`src/sv/pwbfs_pkg.sv`:
```
// shared types and constants for the pulse width button frame sender
// no dependencies

package pwbfs_pkg;

	localparam int unsigned PERIOD_W = 20;
	localparam int unsigned TICKS_W  = 16;
	localparam int unsigned CFG_IDX_W = 3;

	localparam logic [PERIOD_W-1:0] PERIOD_MAX = '1;

	localparam logic [CFG_IDX_W-1:0] CFG_FRAME_PERIOD    = 3'd0;
	localparam logic [CFG_IDX_W-1:0] CFG_START_LOW_TICKS = 3'd1;
	localparam logic [CFG_IDX_W-1:0] CFG_START_GAP_TICKS = 3'd2;
	localparam logic [CFG_IDX_W-1:0] CFG_ZERO_LOW_TICKS  = 3'd3;
	localparam logic [CFG_IDX_W-1:0] CFG_ONE_LOW_TICKS   = 3'd4;
	localparam logic [CFG_IDX_W-1:0] CFG_BIT_GAP_TICKS   = 3'd5;

	localparam logic [PERIOD_W-1:0] RST_FRAME_PERIOD    = 20'd50000;
	localparam logic [TICKS_W-1:0]  RST_START_LOW_TICKS = 16'd3000;
	localparam logic [TICKS_W-1:0]  RST_START_GAP_TICKS = 16'd2000;
	localparam logic [TICKS_W-1:0]  RST_ZERO_LOW_TICKS  = 16'd400;
	localparam logic [TICKS_W-1:0]  RST_ONE_LOW_TICKS   = 16'd1600;
	localparam logic [TICKS_W-1:0]  RST_BIT_GAP_TICKS   = 16'd800;

	typedef struct packed {
		logic first_button_level;
		logic second_button_level;
		logic third_button_level;
	} tick_t;

	typedef struct packed {
		logic line_level;
		logic frame_busy;
	} line_t;

	typedef struct packed {
		logic [PERIOD_W-1:0] frame_period;
		logic [TICKS_W-1:0]  start_low_ticks;
		logic [TICKS_W-1:0]  start_gap_ticks;
		logic [TICKS_W-1:0]  zero_low_ticks;
		logic [TICKS_W-1:0]  one_low_ticks;
		logic [TICKS_W-1:0]  bit_gap_ticks;
	} cfg_regs_t;

endpackage

```
`src/sv/pwbfs_cfg.sv`:
```
// configuration register file, one write port
// depends on pwbfs_pkg

module pwbfs_cfg (
	input  logic                                clk,
	input  logic                                arst_n,
	input  logic                                cfg_valid,
	output logic                                cfg_ready,
	input  logic [pwbfs_pkg::CFG_IDX_W-1:0]     cfg_index,
	input  logic [pwbfs_pkg::PERIOD_W-1:0]      cfg_data,
	output pwbfs_pkg::cfg_regs_t                regs
);

	pwbfs_pkg::cfg_regs_t regs_q;

	assign cfg_ready = 1'b1;
	assign regs      = regs_q;

	always_ff @(posedge clk or negedge arst_n) begin
		if (!arst_n) begin
			regs_q.frame_period    <= pwbfs_pkg::RST_FRAME_PERIOD;
			regs_q.start_low_ticks <= pwbfs_pkg::RST_START_LOW_TICKS;
			regs_q.start_gap_ticks <= pwbfs_pkg::RST_START_GAP_TICKS;
			regs_q.zero_low_ticks  <= pwbfs_pkg::RST_ZERO_LOW_TICKS;
			regs_q.one_low_ticks   <= pwbfs_pkg::RST_ONE_LOW_TICKS;
			regs_q.bit_gap_ticks   <= pwbfs_pkg::RST_BIT_GAP_TICKS;
		end else if (cfg_valid && cfg_ready) begin
			case (cfg_index)
				pwbfs_pkg::CFG_FRAME_PERIOD: begin
					regs_q.frame_period <= cfg_data;
				end
				pwbfs_pkg::CFG_START_LOW_TICKS: begin
					regs_q.start_low_ticks <= cfg_data[pwbfs_pkg::TICKS_W-1:0];
				end
				pwbfs_pkg::CFG_START_GAP_TICKS: begin
					regs_q.start_gap_ticks <= cfg_data[pwbfs_pkg::TICKS_W-1:0];
				end
				pwbfs_pkg::CFG_ZERO_LOW_TICKS: begin
					regs_q.zero_low_ticks <= cfg_data[pwbfs_pkg::TICKS_W-1:0];
				end
				pwbfs_pkg::CFG_ONE_LOW_TICKS: begin
					regs_q.one_low_ticks <= cfg_data[pwbfs_pkg::TICKS_W-1:0];
				end
				pwbfs_pkg::CFG_BIT_GAP_TICKS: begin
					regs_q.bit_gap_ticks <= cfg_data[pwbfs_pkg::TICKS_W-1:0];
				end
				default: begin
				end
			endcase
		end
	end

endmodule

```
`src/sv/pwbfs_core.sv`:
```
// frame timing state and per-tick line level logic
// depends on pwbfs_pkg

module pwbfs_core (
	input  logic                 clk,
	input  logic                 arst_n,
	input  logic                 accept,
	input  pwbfs_pkg::tick_t     tick,
	input  pwbfs_pkg::cfg_regs_t regs,
	output pwbfs_pkg::line_t     result
);

	typedef enum logic [2:0] {
		PH_IDLE,
		PH_START_LOW,
		PH_START_GAP,
		PH_BIT_LOW,
		PH_BIT_GAP
	} phase_t;

	phase_t                         phase_q;
	logic [pwbfs_pkg::PERIOD_W-1:0] period_count_q;
	logic [pwbfs_pkg::TICKS_W-1:0]  phase_count_q;
	logic [1:0]                     bit_index_q;
	logic [2:0]                     buttons_q;

	logic                           start;
	phase_t                         ph;
	logic [pwbfs_pkg::TICKS_W-1:0]  pcnt;
	logic [1:0]                     bidx;
	logic [2:0]                     btn;
	logic                           bit_val;
	logic [pwbfs_pkg::TICKS_W-1:0]  len;
	logic [pwbfs_pkg::TICKS_W:0]    pcnt_inc;
	logic                           done;
	phase_t                         phase_d;
	logic [pwbfs_pkg::PERIOD_W-1:0] period_count_d;
	logic [pwbfs_pkg::TICKS_W-1:0]  phase_count_d;
	logic [1:0]                     bidx_d;

	assign start = (phase_q == PH_IDLE) && (period_count_q >= regs.frame_period);

	always_comb begin
		if (start) begin
			ph             = PH_START_LOW;
			pcnt           = '0;
			bidx           = 2'd0;
			btn            = {~tick.third_button_level, ~tick.second_button_level,
				~tick.first_button_level};
			period_count_d = '0;
		end else begin
			ph   = phase_q;
			pcnt = phase_count_q;
			bidx = bit_index_q;
			btn  = buttons_q;
			if (period_count_q != pwbfs_pkg::PERIOD_MAX) begin
				period_count_d = period_count_q + 1'b1;
			end else begin
				period_count_d = period_count_q;
			end
		end
	end

	// parity bit sent last
	always_comb begin
		case (bidx)
			2'd0:    bit_val = btn[0];
			2'd1:    bit_val = btn[1];
			2'd2:    bit_val = btn[2];
			default: bit_val = ^btn;
		endcase
	end

	always_comb begin
		case (ph)
			PH_START_LOW: len = regs.start_low_ticks;
			PH_START_GAP: len = regs.start_gap_ticks;
			PH_BIT_LOW:   len = bit_val ? regs.one_low_ticks : regs.zero_low_ticks;
			default:      len = regs.bit_gap_ticks;
		endcase
	end

	// a zero length compares as one since the incremented count is at least one
	assign pcnt_inc = {1'b0, pcnt} + 1'b1;
	assign done     = pcnt_inc >= {1'b0, len};

	always_comb begin
		phase_d       = ph;
		phase_count_d = pcnt;
		bidx_d        = bidx;
		result.line_level = 1'b1;
		result.frame_busy = 1'b0;
		if (ph != PH_IDLE) begin
			result.line_level = !((ph == PH_START_LOW) || (ph == PH_BIT_LOW));
			result.frame_busy = 1'b1;
			if (done) begin
				phase_count_d = '0;
				case (ph)
					PH_START_LOW: phase_d = PH_START_GAP;
					PH_START_GAP: begin
						phase_d = PH_BIT_LOW;
						bidx_d  = 2'd0;
					end
					PH_BIT_LOW:   phase_d = PH_BIT_GAP;
					default: begin
						if (bidx == 2'd3) begin
							phase_d = PH_IDLE;
							bidx_d  = 2'd0;
						end else begin
							phase_d = PH_BIT_LOW;
							bidx_d  = bidx + 2'd1;
						end
					end
				endcase
			end else begin
				phase_count_d = pcnt_inc[pwbfs_pkg::TICKS_W-1:0];
			end
		end
	end

	always_ff @(posedge clk or negedge arst_n) begin
		if (!arst_n) begin
			phase_q        <= PH_IDLE;
			period_count_q <= '0;
			phase_count_q  <= '0;
			bit_index_q    <= 2'd0;
			buttons_q      <= 3'd0;
		end else if (accept) begin
			phase_q        <= phase_d;
			period_count_q <= period_count_d;
			phase_count_q  <= phase_count_d;
			bit_index_q    <= bidx_d;
			buttons_q      <= btn;
		end
	end

endmodule

```
`src/sv/pwbfs_out.sv`:
```
// result register between the frame logic and the line channel
// depends on pwbfs_pkg

module pwbfs_out (
	input  logic             clk,
	input  logic             arst_n,
	input  logic             load,
	input  pwbfs_pkg::line_t result,
	output logic             full_stalled,
	output logic             line_valid,
	input  logic             line_stall,
	output pwbfs_pkg::line_t line_data
);

	logic             valid_q;
	pwbfs_pkg::line_t data_q;

	assign full_stalled = valid_q && line_stall;
	assign line_valid   = valid_q;
	assign line_data    = data_q;

	always_ff @(posedge clk or negedge arst_n) begin
		if (!arst_n) begin
			valid_q <= 1'b0;
		end else if (load) begin
			valid_q <= 1'b1;
		end else if (!line_stall) begin
			valid_q <= 1'b0;
		end
	end

	always_ff @(posedge clk) begin
		if (load) begin
			data_q <= result;
		end
	end

endmodule

```
`src/sv/pulse_width_button_frame_sender.sv`:
```
// top level of the pulse width button frame sender
// depends on pwbfs_pkg, pwbfs_cfg, pwbfs_core, pwbfs_out
//
// channel  | handshake              | payload
// tick     | tick_valid/tick_stall  | tick_data  (three raw button levels)
// line     | line_valid/line_stall  | line_data  (line level, busy flag)
// cfg      | cfg_valid/cfg_ready    | cfg_index, cfg_data
//
// one tick is taken per cycle unless stalled; its result is registered for the
// next cycle. the state update is a single pass of compare and increment logic.
// tick_stall is high only while a result sits in the register and the line side
// stalls. reset restores the default timing registers and goes idle.

module pulse_width_button_frame_sender (
	input  logic                            clk,
	input  logic                            arst_n,
	input  logic                            tick_valid,
	output logic                            tick_stall,
	input  pwbfs_pkg::tick_t                tick_data,
	output logic                            line_valid,
	input  logic                            line_stall,
	output pwbfs_pkg::line_t                line_data,
	input  logic                            cfg_valid,
	output logic                            cfg_ready,
	input  logic [pwbfs_pkg::CFG_IDX_W-1:0] cfg_index,
	input  logic [pwbfs_pkg::PERIOD_W-1:0]  cfg_data
);

	pwbfs_pkg::cfg_regs_t regs;
	pwbfs_pkg::line_t     result;
	logic                 accept;
	logic                 full_stalled;

	assign tick_stall = full_stalled;
	assign accept     = tick_valid && !full_stalled;

	pwbfs_cfg u_cfg (
		.clk       (clk),
		.arst_n    (arst_n),
		.cfg_valid (cfg_valid),
		.cfg_ready (cfg_ready),
		.cfg_index (cfg_index),
		.cfg_data  (cfg_data),
		.regs      (regs)
	);

	pwbfs_core u_core (
		.clk    (clk),
		.arst_n (arst_n),
		.accept (accept),
		.tick   (tick_data),
		.regs   (regs),
		.result (result)
	);

	pwbfs_out u_out (
		.clk          (clk),
		.arst_n       (arst_n),
		.load         (accept),
		.result       (result),
		.full_stalled (full_stalled),
		.line_valid   (line_valid),
		.line_stall   (line_stall),
		.line_data    (line_data)
	);

endmodule

```
`config.mk`:
```
export PLATFORM = sky130hd
export DESIGN_NAME = pulse_width_button_frame_sender
export DESIGN_NICKNAME = d
export VERILOG_FILES = /design/src/sv/pwbfs_pkg.sv /design/src/sv/pwbfs_cfg.sv /design/src/sv/pwbfs_core.sv /design/src/sv/pwbfs_out.sv /design/src/sv/pulse_width_button_frame_sender.sv
export SDC_FILE = /design/constraint.sdc
export NUM_CORES = 1
export LEC_CHECK = 0
export ABC_CLOCK_PERIOD_IN_PS = 13940
export BUFFER_PORTS_ARGS = -buffer_cell sky130_fd_sc_hd__buf_2
export CAP_MARGIN = 20
export CELL_PAD_IN_SITES_DETAIL_PLACEMENT = 1
export CELL_PAD_IN_SITES_GLOBAL_PLACEMENT = 1
export CORE_ASPECT_RATIO = 0.5
export CORE_MARGIN = 2
export CORE_UTILIZATION = 54
export DETAILED_ROUTE_END_ITERATION = 10
export GPL_ROUTABILITY_DRIVEN = 0
export PLACE_DENSITY_LB_ADDON = 0.1
export SLEW_MARGIN = 20
export SYNTH_ARGS = -nofsm -noshare
export SYNTH_HDL_FRONTEND = slang
export SYNTH_SLANG_ARGS = --single-unit
```
`constraint.sdc`:
```
create_clock -name clk -period 13.94 [get_ports clk]
set_clock_uncertainty 0.15 [all_clocks]
set_input_delay 0.697 -clock clk [delete_from_list [all_inputs] [get_ports clk]]
set_output_delay 0.697 -clock clk [all_outputs]
set_load 0.005 [all_outputs]
```
# After elaboration in Yosys (flattened, before gate mapping)
# Cells that the tools add are included.
[word_totals]
reg_bits = 147
in_bits = 31
out_inout_bits = 5
word_cells = 77
[op_classes]
n_addsub = 3
order_cmp = 2
n_eq_ne = 13
muxes = 22
n_bitwise = 3
n_reduce_logical = 20
[op_table]
columns = ["cell", "n"]
rows = [
  ["$mux 16", 4],
  ["$pmux 16 s3", 1],
  ["$mux 20", 2],
  ["$add 20x1->20 const B", 1],
  ["$ge 20x20->1", 1],
  ["$ne 20x20->1 const B", 1],
  ["$add 16x1->17 const B", 1],
  ["$ge 17x16->1", 1],
  ["$reduce_and 2->1", 7],
  ["$eq 3x2->1 const B", 4],
  ["$mux 3", 4],
  ["$mux 2", 5],
  ["$pmux 3 s3", 1],
  ["$eq 3x1->1 const B", 2],
  ["$eq 3x3->1 const B", 2],
  ["$logic_not 3->1", 2],
  ["$eq 2x2->1 const B", 2],
  ["$pmux 2 s2", 1],
  ["$logic_and 1x1->1", 3],
  ["$mux 1", 3],
  ["$not 1->1", 3],
  ["$pmux 1 s3", 1],
  ["$reduce_bool 3->1", 1],
  ["$reduce_xor 3->1", 1],
  ["8 further kinds", 9],
]

# Logic depth before layout (Yosys ltp)
[depth]
depth_word = 10
mapped_depth = 28

# Hierarchy
# From an unflattened synthesis, not the netlist that was laid out.
[unflattened]
hier_cells = 699
hier_area_um2 = 7948.9
[by_module_without_submodules]
columns = ["mod", "instances", "cells_each", "area_per_inst_um2"]
rows = [
  ["pwbfs_core", 1, 475, 4020.1],
  ["pwbfs_cfg", 1, 218, 3816.2],
  ["pwbfs_out", 1, 5, 98.8],
  ["pulse_width_button_frame_sender", 1, 1, 13.8],
]

# Worst setup path after synthesis
# OpenSTA, ideal clock, no wires.
[synth_timing]
path_type = "reg2reg"
start = "register u_cfg.regs_q, in the netlist u_cfg.regs[94]"
end = "register u_core.phase_count_q[11] (netlist bit)"
arrival_ns = 4.826
t_required_ns = 13.680
setup_slack_ns = 8.854
stages_incl_launch_ff = 26
path_buffers = 3
period_less_slack_ns = 5.086
path_cell_list = "dfstp_2 > inv_1 > ha_1 > nand4_1 > nor4_4 > and2_1 > buf_4 > nor2_1 > o21ai_0 > inv_1 > ha_1 > nand4b_1 > a21oi_1 > a221oi_4 > a31oi_4 > buf_6 > a221oi_2 > ha_1 > a21oi_1 > nor2b_1 > o21ai_0 > a31oi_1 > o221ai_1 > o311ai_2 > buf_2 > o41ai_1"
[synth_via]
elab_chain_cells = 10
elab_cells_between_ends = 21
[synth_lines]
columns = ["item", "line", "source"]
rows = [
  ["start: declaration", "pwbfs_cfg.sv:14", "pwbfs_pkg::cfg_regs_t regs_q;"],
  ["$ge 20x20->1 *", "pwbfs_core.sv:41", "assign start = (phase_q == PH_IDLE) && (period_count_q >= regs.frame_period);"],
  ["$logic_and 1x1->1 *", "pwbfs_core.sv:41", ""],
  ["parallel branches: the longest is 7 deep, another holds $add 16x1->17", "n/a", ""],
  ["$mux 16 *", "pwbfs_core.sv:93", "if (ph != PH_IDLE) begin"],
  ["end signal: assignment", "pwbfs_core.sv:131", "phase_count_q <= phase_count_d;"],
  ["end: declaration", "pwbfs_core.sv:23", "logic [pwbfs_pkg::TICKS_W-1:0] phase_count_q;"],
]
# Every way passes the cells marked *.
# A chain may end at the register's enable or synchronous reset.

# Worst setup path in the final report
[layout_timing]
start = "register u_core.period_count_q[7] (netlist bit)"
end = "register u_core.phase_q[1]"
[layout_via]
elab_chain_cells = 10
elab_cells_between_ends = 24
[layout_lines]
columns = ["item", "line", "source"]
rows = [
  ["start: declaration", "pwbfs_core.sv:22", "logic [pwbfs_pkg::PERIOD_W-1:0] period_count_q;"],
  ["start signal: assignment", "pwbfs_core.sv:130", "period_count_q <= period_count_d;"],
  ["$ge 20x20->1 *", "pwbfs_core.sv:41", ""],
  ["$logic_and 1x1->1 *", "pwbfs_core.sv:41", ""],
  ["parallel branches: the longest is 7 deep, another holds $add 16x1->17", "n/a", ""],
  ["$mux 3 *", "pwbfs_core.sv:93", ""],
  ["end signal: assignment", "pwbfs_core.sv:129", "phase_q <= phase_d;"],
  ["end: declaration", "pwbfs_core.sv:21", "phase_t phase_q;"],
]
# Marks and branches as above.

==> results.md <==
* Worst setup SP type: flop
* Bufs and invs on worst path at 1
* Post-route minimum period at around 6.6 ns
* Hold Crit Class: in -> async
* Power density over cell area at 175 mW/mm^2
* Number of cells on the worst reg-to-reg path at 23
* Critical register-to-register path startpoint: u_core.period_count_q[7]
* CP max-delay cell: a31oi_4
* Starting Density at 55.4%
* FFs w/ async S/R, synth at between 90% and 100%
* Library cell with the largest summed area after synthesis: dfrtp_1
* Post-synthesis average cell area at approximately 11 sq um
* Portion of the post-synthesis area used by sequential elements at 46.5%
* DR vias/cell at between 6 and 7
* Clock transition at the register clock pins on the worst setup and hold paths after CTS at 0.07 ns
* Number of global-route vias before repair at between 6000 and 7000
* Chip height at roughly 90 microns
* Maximum cell stage delay along the critical path at about 0.67 ns
* Worst-Margin Slew at 1.07 ns
* Cell-by-cell listing of the critical path: ha_1, a21oi_1, o21ai_0, a22oi_2, nand3_4, nor2_1, o21ai_0, inv_1, ha_1, nand4b_1, a21oi_1, a221oi_4, a31oi_4, a221oi_1, ha_1, nor2b_1, o21a_1, o21bai_1, a31oi_1, o221ai_1, o311ai_2, nand2_1, mux2_2
* Total power at 1.58 mW
* Synth warn at 0
* Row count at 31
* Setup Fix Bufs, Post-CTS at 0
* TritonCTS clock tree: yes
* Wire length reported by the detailed router at 21.5 mm
* Width of the die at between 150 and 200 microns
* Insertion delay to the later sink of the worst-skew pair at 0.44 ns
* Utilization after layout at just over 60%
* Final period utilization at a little under half
* Total global routing overflow at 0
* Die Outline Area at 0.0159 sq mm
* Run status: finished, final reports clean
* First-pass iteration count of the detailed router at 4
* Area inside the core boundary at 0.0145 sq mm
* Worst IR drop on VDD at 0.0990 mV
* Endpoints failing setup at 0
* Max-cap violation count at 0
* Share of final-layout standard cells stronger than drive strength 1 at between 20% and 30%
* Final setup TNS at 0 ns
* Top cell types by occurrence after synthesis: 117 x dfrtp_1, 84 x mux2_2, 71 x nand2_1
* DRC violations left at 0
* Number of hold-repair buffers added at the cts stage at 0
* Count of cells resized by post-cts repair at 0
* Cell count after synthesis at between 700 and 800
* Vias post-DR at 5949
* Cell variety after synth at 63
* Overall fraction of global-route tracks in use at 28.9%
* Number of enable flip-flop cells after synthesis at 2
* Setup repair after global routing missed its margin: no
* Kind of capture point of the worst setup path: flop
* Synth top area cells: dfrtp_1 37%, mux2_2 12%, dfstp_2 9.2%
* Iteration-0 DRC Markers at 327
* Count of placed standard cells in the final layout, fillers left out at between 900 and 1000
* Total clock buffers created by CTS at 17
* Buffer levels on the longest clock path at 2
* IO buf count at 34
* Net count reported at finish at 840
* Post-Syn Area at about 0.0080 sq mm
* Setup slack on the worst flop-to-flop path at 7.36 ns
* Slew Limit Fails at 0
* Antenna violations before repair at 0
* Share of the synthesized area in the top cell type at 36.6%
* Data required, critical path at 14.11 ns
* Number of hold violations in the final report at 0
* Post-synthesis sequential element count at roughly 150
* Boundary pin count at 36
* Net count after synthesis at 810
* Remaining antenna violation count after routing at 0
* CTS Sinks at 147
* Startpoint-to-endpoint class of the critical path: reg -> reg
* CTS H-tree depth at 4
* Largest delay contributor family on the critical path: compound AO/OA/AOI/OAI gates
* Reg-to-reg endpoint: u_core.phase_q[1]
* Pin count of the biggest net entering global routing at 84
* Root Buffer: clkbuf_16
* Antenna Cells at 0
* Synthesis-to-finish area growth at 12.7%
* Routed len/inst at between 20 and 25 microns
* First-pass GRT wire length at ~35 mm
* Worst Path Arrival at between 6 and 7 ns
* Reported leakage power at ~3.9 nW
* Most repeated cell in the gate-level netlist after synthesis: dfrtp_1
* Max Clk Rate at 152 MHz
* Top FF cell, synth: dfrtp_1
* Tightest slew margin relative to the limit at 28.8%
* Cell total after placement at 943
* Max Fanout on Critical Path at 16
* Placed wire-length estimate at between 10 and 15 mm
* Most common cell type on the critical path: ha_1
area by class of cell:
class                   instances  area (sq um)
clock buffers                  18           439
clock inverters                14           174
well taps                     198           248
inverters                      32           120
multi-input cells             522          4040
flip-flops and latches        147          3720
fillers                      1529          5440
repair buffers                 46           282
logic make-up (layout without fill, tap and decap cells):
group           count (synthesis)  count (layout)  share of synthesized area (%)
other cells                     1               1                         0.0468
mux                            85              85                           11.9
buf+inv                        67             110                           3.59
simple gates                  211             211                           13.0
compound gates                145             145                           14.2
fa+ha+maj                      43              43                           6.72
xor+xnor                       37              37                           4.05
flops                         147             147                           46.5
cell usage in the layout, fill, tap and decap left out, types with 28 or more instances in the layout:
cell,instances
dfstp_2,28
xnor2_1,28
nor2_1,47
ha_1,43
mux2_2,84
o21ai_0,42
inv_1,31
dfrtp_1,117
buf_2,33
nand2_1,71
per-layer routing:
| metal | wire length, microns | vias up | global-route usage [%] |
|---|---|---|---|
| li1 | - | 2721 | - |
| met1 | 10000 | 3099 | 39.9 |
| met2 | 10300 | 101 | 46.7 |
| met3 | 872 | 28 | 5.50 |
| met4 | 287 | 0 | 8.20 |
| met5 | 0 | - | 0 |
stage by stage:
step / instance area (sq um) / setup slack, ns / hold WS (ns)
CTS: 9000 / 7.46 / 0.212
global route: 9030 / 6.95 / 0.221
floorplan: 8010 / 8.85 / 0.251
finish: 9030 / 7.36 / 0.156
global placement: 8380 / 8.00 / 0.332
detailed placement: 8380 / 7.53 / 0.342
sequential cells by signal (all words and copies together), names as in the netlist:
register	count
u_core.period_count_q	20
u_cfg.regs	100
u_out.line_data	2
u_core.phase_q	3
u_core.phase_count_q	16
u_core.buttons_q	3
u_core.bit_index_q	2
u_out.line_valid	1
worst max path at each step:
| stage | start | end | slack [ns] | depth (start not counted) |
|---|---|---|---|---|
| finish | u_core.period_count_q[7] | u_core.phase_q[1] | 7.36 | 23 |
| global route | u_core.period_count_q[7] | u_core.phase_q[2] | 6.95 | 23 |
| CTS | u_core.period_count_q[7] | u_core.phase_q[1] | 7.46 | 23 |
| detailed placement | u_cfg.regs[94] | u_core.phase_q[1] | 7.53 | 24 |
| global placement | u_cfg.regs[94] | u_core.phase_q[1] | 8.00 | 24 |
| floorplan | u_cfg.regs[94] | u_core.phase_count_q[11] | 8.85 | 25 |
worst reg2reg max path: stages (launching register included):
cell and delay (ns):
dfrtp_1 0.45, ha_1 0.34, a21oi_1 0.18, o21ai_0 0.18, a22oi_2 0.24, nand3_4 0.16
nor2_1 0.43, o21ai_0 0.30, inv_1 0.20, ha_1 0.29, nand4b_1 0.11, a21oi_1 0.29
a221oi_4 0.11, a31oi_4 0.67, a221oi_1 0.23, ha_1 0.33, nor2b_1 0.14, o21a_1 0.16
o21bai_1 0.12, a31oi_1 0.13, o221ai_1 0.27, o311ai_2 0.40, nand2_1 0.24, mux2_2 0.35
power breakdown:
part / switching [mW] / total, mW / internal, mW
combinational: 0.283 / 0.500 / 0.218
sequential: 0.0659 / 0.591 / 0.525
clock: 0.200 / 0.489 / 0.289
(Power assumes the default switching activity.)
